<file path="config.mk">
export PLATFORM = sky130hd
export DESIGN_NAME = qgf_norm
export DESIGN_NICKNAME = d
export VERILOG_FILES = /design/src/qgf_pkg.sv /design/src/qgf_norm.sv
export SDC_FILE = /design/constraint.sdc
export NUM_CORES = 2
export LEC_CHECK = 0
export BUFFER_PORTS_ARGS = -buffer_cell sky130_fd_sc_hd__buf_2
export CAP_MARGIN = 20
export CORE_MARGIN = 8
export CORE_UTILIZATION = 30
export DETAILED_ROUTE_END_ITERATION = 7
export PLACE_DENSITY = 0.44
export SETUP_SLACK_MARGIN = 0.3
export SLEW_MARGIN = 0
export SYNTH_ARGS = -nofsm -noshare
export SYNTH_HDL_FRONTEND = slang
export SYNTH_SLANG_ARGS = --single-unit
</file>
<file path="constraint.sdc">
create_clock -name i_clk -period 10 [get_ports i_clk]
set_input_delay 0.5 -clock i_clk [delete_from_list [all_inputs] [get_ports i_clk]]
set_output_delay 0.5 -clock i_clk [all_outputs]
set_load 0.05 [all_outputs]
</file>
<file path="src/qgf_pkg.sv">
// Shared widths, codes and the arithmetic sequence of the quaternion fusion block.
// Used by the interfaces, the normaliser and the top level; depends on nothing.
package qgf_pkg;

    localparam int GW    = 16;   // sensor, gain and time step fields
    localparam int QW    = 32;   // Q2.30 quaternion elements
    localparam int NW    = 60;   // normaliser input width
    localparam int NQW   = 39;   // quaternion after integration, before renormalising
    localparam int FW    = 34;   // objective terms
    localparam int OPW   = 35;   // multiplier operands
    localparam int PW    = 2 * OPW;
    localparam int ACCW  = PW;
    localparam int M40W  = 47;
    localparam int LOW   = 24;
    localparam int HIW   = M40W - LOW;
    localparam int PCW   = 6;

    localparam logic [GW-1:0]        GAIN_RESET = 16'd4954;
    localparam logic signed [QW-1:0] ONE_Q30    = 32'sh4000_0000;

    localparam logic [PCW-1:0] SEG1_LAST  = 6'd15;
    localparam logic [PCW-1:0] SEG2_FIRST = 6'd16;
    localparam logic [PCW-1:0] PROG_LAST  = 6'd39;

    typedef logic signed [NW-1:0] t_nin;
    typedef logic signed [QW-1:0] t_nout;

    typedef struct packed {
        logic done;
        logic ok;
    } t_norm_sts;

    typedef enum logic [4:0] {
        SRC_ZERO, SRC_W, SRC_X, SRC_Y, SRC_Z, SRC_F1, SRC_F2, SRC_F3,
        SRC_GX, SRC_GY, SRC_GZ, SRC_GN0, SRC_GN1, SRC_GN2, SRC_GN3,
        SRC_BETA, SRC_HI, SRC_LO, SRC_DT
    } t_src;

    typedef enum logic [1:0] {
        POST_RAW, POST_RND7, POST_RND8, POST_SHL24
    } t_post;

    typedef enum logic [3:0] {
        DST_NONE, DST_F1, DST_F2, DST_F3, DST_G0, DST_G1, DST_G2, DST_G3,
        DST_D, DST_ST0, DST_ST1, DST_ST2, DST_ST3
    } t_dst;

    typedef struct packed {
        t_src  a;
        t_src  b;
        logic  clr;
        logic  neg;
        t_post post;
        t_dst  dst;
    } t_uop;

    function automatic t_uop mk(t_src a, t_src b, logic clr, logic neg, t_post post,
                                t_dst dst);
        t_uop u;
        u.a    = a;
        u.b    = b;
        u.clr  = clr;
        u.neg  = neg;
        u.post = post;
        u.dst  = dst;
        return u;
    endfunction

    // Multiply-accumulate sequence: objective, gradient, then rate and step per element.
    function automatic t_uop uop(logic [PCW-1:0] pc);
        t_uop u;
        unique case (pc)
            6'd0:  u = mk(SRC_X, SRC_Z, 1'b1, 1'b0, POST_RAW, DST_NONE);
            6'd1:  u = mk(SRC_W, SRC_Y, 1'b0, 1'b1, POST_RAW, DST_F1);
            6'd2:  u = mk(SRC_W, SRC_X, 1'b1, 1'b0, POST_RAW, DST_NONE);
            6'd3:  u = mk(SRC_Y, SRC_Z, 1'b0, 1'b0, POST_RAW, DST_F2);
            6'd4:  u = mk(SRC_X, SRC_X, 1'b1, 1'b0, POST_RAW, DST_NONE);
            6'd5:  u = mk(SRC_Y, SRC_Y, 1'b0, 1'b0, POST_RAW, DST_F3);
            6'd6:  u = mk(SRC_X, SRC_F2, 1'b1, 1'b0, POST_RND8, DST_NONE);
            6'd7:  u = mk(SRC_Y, SRC_F1, 1'b0, 1'b1, POST_RND8, DST_G0);
            6'd8:  u = mk(SRC_Z, SRC_F1, 1'b1, 1'b0, POST_RND8, DST_NONE);
            6'd9:  u = mk(SRC_W, SRC_F2, 1'b0, 1'b0, POST_RND8, DST_NONE);
            6'd10: u = mk(SRC_X, SRC_F3, 1'b0, 1'b1, POST_RND7, DST_G1);
            6'd11: u = mk(SRC_Z, SRC_F2, 1'b1, 1'b0, POST_RND8, DST_NONE);
            6'd12: u = mk(SRC_Y, SRC_F3, 1'b0, 1'b1, POST_RND7, DST_NONE);
            6'd13: u = mk(SRC_W, SRC_F1, 1'b0, 1'b1, POST_RND8, DST_G2);
            6'd14: u = mk(SRC_X, SRC_F1, 1'b1, 1'b0, POST_RND8, DST_NONE);
            6'd15: u = mk(SRC_Y, SRC_F2, 1'b0, 1'b0, POST_RND8, DST_G3);
            6'd16: u = mk(SRC_X, SRC_GX, 1'b1, 1'b1, POST_RAW, DST_NONE);
            6'd17: u = mk(SRC_Y, SRC_GY, 1'b0, 1'b1, POST_RAW, DST_NONE);
            6'd18: u = mk(SRC_Z, SRC_GZ, 1'b0, 1'b1, POST_RAW, DST_NONE);
            6'd19: u = mk(SRC_BETA, SRC_GN0, 1'b0, 1'b1, POST_RAW, DST_D);
            6'd20: u = mk(SRC_HI, SRC_DT, 1'b1, 1'b0, POST_SHL24, DST_NONE);
            6'd21: u = mk(SRC_LO, SRC_DT, 1'b0, 1'b0, POST_RAW, DST_ST0);
            6'd22: u = mk(SRC_W, SRC_GX, 1'b1, 1'b0, POST_RAW, DST_NONE);
            6'd23: u = mk(SRC_Y, SRC_GZ, 1'b0, 1'b0, POST_RAW, DST_NONE);
            6'd24: u = mk(SRC_Z, SRC_GY, 1'b0, 1'b1, POST_RAW, DST_NONE);
            6'd25: u = mk(SRC_BETA, SRC_GN1, 1'b0, 1'b1, POST_RAW, DST_D);
            6'd26: u = mk(SRC_HI, SRC_DT, 1'b1, 1'b0, POST_SHL24, DST_NONE);
            6'd27: u = mk(SRC_LO, SRC_DT, 1'b0, 1'b0, POST_RAW, DST_ST1);
            6'd28: u = mk(SRC_W, SRC_GY, 1'b1, 1'b0, POST_RAW, DST_NONE);
            6'd29: u = mk(SRC_X, SRC_GZ, 1'b0, 1'b1, POST_RAW, DST_NONE);
            6'd30: u = mk(SRC_Z, SRC_GX, 1'b0, 1'b0, POST_RAW, DST_NONE);
            6'd31: u = mk(SRC_BETA, SRC_GN2, 1'b0, 1'b1, POST_RAW, DST_D);
            6'd32: u = mk(SRC_HI, SRC_DT, 1'b1, 1'b0, POST_SHL24, DST_NONE);
            6'd33: u = mk(SRC_LO, SRC_DT, 1'b0, 1'b0, POST_RAW, DST_ST2);
            6'd34: u = mk(SRC_W, SRC_GZ, 1'b1, 1'b0, POST_RAW, DST_NONE);
            6'd35: u = mk(SRC_X, SRC_GY, 1'b0, 1'b0, POST_RAW, DST_NONE);
            6'd36: u = mk(SRC_Y, SRC_GX, 1'b0, 1'b1, POST_RAW, DST_NONE);
            6'd37: u = mk(SRC_BETA, SRC_GN3, 1'b0, 1'b1, POST_RAW, DST_D);
            6'd38: u = mk(SRC_HI, SRC_DT, 1'b1, 1'b0, POST_SHL24, DST_NONE);
            6'd39: u = mk(SRC_LO, SRC_DT, 1'b0, 1'b0, POST_RAW, DST_ST3);
            default: u = mk(SRC_ZERO, SRC_ZERO, 1'b1, 1'b0, POST_RAW, DST_NONE);
        endcase
        return u;
    endfunction

endpackage

</file>
<file path="src/qgf_norm.sv">
// Iterative four-element normaliser: common shift, sum of squares, bitwise square
// root and restoring division to Q2.30. Depends on qgf_pkg.
module qgf_norm (
    input  logic                  i_clk,
    input  logic                  i_rst_n,
    input  logic                  i_start,
    input  qgf_pkg::t_nin         i_v [4],
    output qgf_pkg::t_norm_sts    o_sts,
    output qgf_pkg::t_nout        o_q [4]
);

    localparam int NW = qgf_pkg::NW;
    localparam int QW = qgf_pkg::QW;

    typedef enum logic [2:0] {
        N_IDLE, N_MAG, N_SHIFT, N_SQ, N_SQRT, N_DIVI, N_DIV, N_DONE
    } t_nstate;

    t_nstate          r_state;
    logic [NW-1:0]    r_m [4];
    logic             r_neg [4];
    logic [NW-1:0]    r_top;
    logic [1:0]       r_k;
    logic [63:0]      r_sum;
    logic [63:0]      r_root;
    logic [4:0]       r_bitk;
    logic [31:0]      r_rem;
    logic [29:0]      r_quo;
    logic [4:0]       r_i;
    logic [1:0]       r_e;
    logic             r_ok;
    qgf_pkg::t_nout   r_q [4];

    logic [63:0]      bitv;
    logic [63:0]      trial;
    logic [59:0]      sq;
    logic [32:0]      rem2;
    logic [32:0]      divisor;
    logic             qbit;
    logic [30:0]      quo_fin;

    always_comb begin
        bitv    = 64'd1 << {r_bitk, 1'b0};
        trial   = r_root + bitv;
        sq      = r_m[r_k][29:0] * r_m[r_k][29:0];
        rem2    = {r_rem, (r_i == 5'd30) ? r_m[r_e][0] : 1'b0};
        divisor = {1'b0, r_root[31:0]};
        qbit    = (rem2 >= divisor);
        quo_fin = {r_quo, qbit};
    end

    always_ff @(posedge i_clk) begin
        if (!i_rst_n) begin
            r_state <= N_IDLE;
            r_ok    <= 1'b0;
        end else begin
            unique case (r_state)
                N_IDLE: begin
                    if (i_start) begin
                        for (int n = 0; n < 4; n++) begin
                            r_neg[n] <= i_v[n][NW-1];
                            r_m[n]   <= i_v[n][NW-1] ? NW'(-i_v[n]) : NW'(i_v[n]);
                        end
                        r_top   <= '0;
                        r_k     <= '0;
                        r_state <= N_MAG;
                    end
                end
                N_MAG: begin
                    if (r_m[r_k] > r_top) begin
                        r_top <= r_m[r_k];
                    end
                    r_k <= r_k + 2'd1;
                    if (r_k == 2'd3) begin
                        r_state <= N_SHIFT;
                    end
                end
                N_SHIFT: begin
                    if (r_top == '0) begin
                        r_ok    <= 1'b0;
                        r_state <= N_DONE;
                    end else if (r_top >= (NW'(1) << 30)) begin
                        for (int n = 0; n < 4; n++) begin
                            r_m[n] <= r_m[n] >> 1;
                        end
                        r_top <= r_top >> 1;
                    end else if (r_top < (NW'(1) << 29)) begin
                        for (int n = 0; n < 4; n++) begin
                            r_m[n] <= r_m[n] << 1;
                        end
                        r_top <= r_top << 1;
                    end else begin
                        r_sum   <= '0;
                        r_k     <= '0;
                        r_state <= N_SQ;
                    end
                end
                N_SQ: begin
                    r_sum <= r_sum + 64'(sq);
                    r_k   <= r_k + 2'd1;
                    if (r_k == 2'd3) begin
                        r_root  <= '0;
                        r_bitk  <= 5'd31;
                        r_state <= N_SQRT;
                    end
                end
                N_SQRT: begin
                    if (r_sum >= trial) begin
                        r_sum  <= r_sum - trial;
                        r_root <= (r_root >> 1) + bitv;
                    end else begin
                        r_root <= r_root >> 1;
                    end
                    if (r_bitk == 5'd0) begin
                        r_e     <= '0;
                        r_state <= N_DIVI;
                    end else begin
                        r_bitk <= r_bitk - 5'd1;
                    end
                end
                N_DIVI: begin
                    // The upper dividend bits give zero quotient bits; start from m/2.
                    r_rem   <= 32'(r_m[r_e][29:1]);
                    r_quo   <= '0;
                    r_i     <= 5'd30;
                    r_state <= N_DIV;
                end
                N_DIV: begin
                    r_rem <= qbit ? 32'(rem2 - divisor) : rem2[31:0];
                    r_quo <= quo_fin[29:0];
                    if (r_i == 5'd0) begin
                        r_q[r_e] <= r_neg[r_e] ? -QW'(quo_fin) : QW'(quo_fin);
                        if (r_e == 2'd3) begin
                            r_ok    <= 1'b1;
                            r_state <= N_DONE;
                        end else begin
                            r_e     <= r_e + 2'd1;
                            r_state <= N_DIVI;
                        end
                    end else begin
                        r_i <= r_i - 5'd1;
                    end
                end
                N_DONE: begin
                    r_state <= N_IDLE;
                end
                default: r_state <= N_IDLE;
            endcase
        end
    end

    assign o_sts.done = (r_state == N_DONE);
    assign o_sts.ok   = r_ok;
    assign o_q        = r_q;

endmodule

</file>
==> impl_metrics.toml <==
[outcome]
status = "finished clean"

[global_routing]
overflow = 0
grt_pass1_wl_um = 412900
grt_pass1_vias = 61230
grt_usage_pct = 21.19
antenna_found_initial = 43
grt_max_degree = 106

[timing]
hold_viol_final = 0
fmax_mhz = 107.6
finalCritPeriodShare_pct = 92.94
slew_violations = 0
slew-limit-headroom_pct = 19.96
fin_skew_ns = 0.06165
setup_viol = 0
worstMarginPinSlew_ns = 1.188
rsz0062_at_grt = "true"
finalCriticalPeriod_ns = 9.294
tns_ns = 0

[synth]
synth_edf_count = 633
ys_ff_latch = 644
ys_types = 90
synth_ff_type = "edfxtp_1"
synth_cells = 7773
synth.top_cell.area_share_pct = 26.09
syn-num-nets = 9258
avgSynthCellArea_um2 = 9.373
synthArstFlopShare_pct = 0
syn_area_mm2 = 0.07286
ys_seq_area_share_pct = 26.39
synth_area_leader_cell = "edfxtp_1"
synth_area_leaders = "edfxtp_1 26%, fa_1 21%, ha_1 8.3%"
synth_most_common_cell = "nand2_1"
yosys_warnings = 0
synth_commonest_cells = "936 x nand2_1, 895 x inv_1, 759 x fa_1"

[setup_path]
rrSetupSlack_ns = 0.71
critPathCaptureType = "flip-flop"
worstPathArrival_ns = 9.67
path_max_fanout = 19
criticalPathCategory = "reg -> reg"
cp-start-kind = "flip-flop"
required_ns = 10.38

[finish]
finish.net_count = 9495
drive_above_1_share_pct = 10.93
synthToLayoutAreaGrowth_pct = 12.00
fillCellCount = 25190

[placed_design]
gp_congestion = 0.9249
io_buffers = 372
dp_hpwl_um = 227900

[routing]
vias = 59980
avgRoutedWirePerCell_um = 25.04
first_iter_violations = 4799
wirelength_um = 283000
viasPerCell = 5.308
dr.pass1.iters = 5
drc = 0
ant_nets = 0

[cts]
hold_buffers = 0
cts_tree = "yes"
clock_sinks = 644
clk_latency_ns = 0.72
cts_buffer_depth = 3
cts_root_buffer = "clkbuf_16"
h-tree-depth = 3
path_clk_slew_ns = 0.07
cts_inserted_buffers = 81

[run]
cap_violations = 0

[die]
die_y_um = 508.8
fp-row-count = 181
dieArea_mm2 = 0.2589
ios = 373
core_area_mm2 = 0.2423
fp.dieW_um = 508.8
initial_core_util_pct = 30.07

[min_path]
hp-class = "in -> reg"
-- flip-flops by register name, summed over array words and instances (netlist names), 4 cells and up, named ones only --
| register | flops |
|---|---|
| r_bitk | 5 |
| r_quo | 30 |
| r_m | 240 |
| r_i | 5 |
| r_sum | 64 |
| r_neg | 4 |
| r_root | 64 |
| r_rem | 32 |
| r_top | 60 |
| o_q | 128 |
-- cell families after synthesis --
group / after synthesis / share of synthesized area [%]
and+or+nand+nor: 2190 / 13.56
AOI/OAI and AO/OA: 1743 / 14.85
adders and majority gates: 1242 / 29.15
buffers and inverters: 1293 / 6.703
DFF: 644 / 26.39
xor gates and xnor gates: 527 / 6.335
muxes: 134 / 3.012
-- path summary, 6_finish.rpt --
path,start,end,depth (start not counted)
worst max-delay path,flip-flop,r_sum[58]$_SDFFCE_PN0P_,27
worst min register to register,r_ok$_SDFFE_PN0P_,r_ok$_SDFFE_PN0P_,2
worst min-delay path,i_v[0],r_m[3][0]$_SDFFE_PP0P_,3
worst max register to register,flip-flop,r_sum[58]$_SDFFCE_PN0P_,27
-- stage by stage --
step	setup WS (ns)	utilization [%]	hold slack [ns]	instances	cell area (um^2)
2_1_floorplan	0.6464	-	0.4577	7773	72860
3_3_place_gp	0.4538	32.47	0.4983	11120	78680
3_5_place_dp	0.4393	32.48	0.5164	11120	78700
4_1_cts	0.3542	33.59	0.05836	11270	81400
5_1_grt	0.2814	33.66	0.1023	11290	81570
6_report	0.7064	33.67	0.1070	11300	81600
-- final cells by class --
class | instances | area [um^2] | share of cell area, %
Antenna cell | 21 | 52.55 | 0.06440
Clock buffer | 99 | 2137 | 2.619
Clock inverter | 51 | 565.5 | 0.6931
Inverter | 905 | 3412 | 4.182
Multi-Input combinational cell | 5836 | 48930 | 59.96
Sequential cell | 644 | 19240 | 23.58
Tap cell | 3202 | 4006 | 4.910
Timing Repair Buffer | 542 | 3258 | 3.993
-- worst max-delay path: stages (launching register included) --
cell and delay [ns]:
dfxtp_4 0.59, buf_16 0.23, mux2_2 0.36, o21ai_2 0.27, buf_4 0.44, nor2_1 0.17
fa_1 0.56, inv_1 0.05, fa_1 0.47, fa_1 0.56, fa_1 0.45, fa_1 0.57
fa_1 0.53, fa_1 0.52, fa_1 0.55, inv_1 0.04, ha_1 0.39, and3_1 0.28
and3_1 0.22, nand4_1 0.09, a21oi_1 0.26, o21ai_0 0.16, buf_4 0.17, o21ai_0 0.32
o21ai_0 0.25, o21bai_1 0.20, xnor2_1 0.14, o22ai_1 0.10
-- per-layer routing --
layer / GRT usage, % / part of all wire (%)
met4: 8.457 / 4.8
met1: 27.45 / 42
met5: 0 / 0.070
met2: 34.87 / 46
met3: 4.098 / 6.8
-- placed cells by master, fill, tap and decap left out, types with 46 or more instances in the layout --
cell type / n
a21o_1: 113
a21oi_1: 421
a22oi_1: 46
a31oi_1: 145
and2_1: 48
and3_1: 67
buf_2: 372
buf_4: 161
clkbuf_16: 83
edfxtp_1: 633
fa_1: 759
ha_1: 483
inv_1: 890
mux4_2: 65
nand2_1: 931
nand3_1: 78
nand4_1: 83
nor2_1: 609
nor3_1: 55
o21ai_0: 476
o21bai_1: 54
o22ai_1: 83
o31ai_1: 97
o41ai_1: 46
or4_1: 46
xnor2_1: 313
xor2_1: 214
-- timing repair --
action                                  4_1_cts  5_1_grt
endpoints found under the setup margin        0       20
gates resized for setup                       0        8
buffers inserted                              0        9
Power is not shown: default switching activity piles up to over one toggle a cycle in this logic, so the estimate is an artifact.
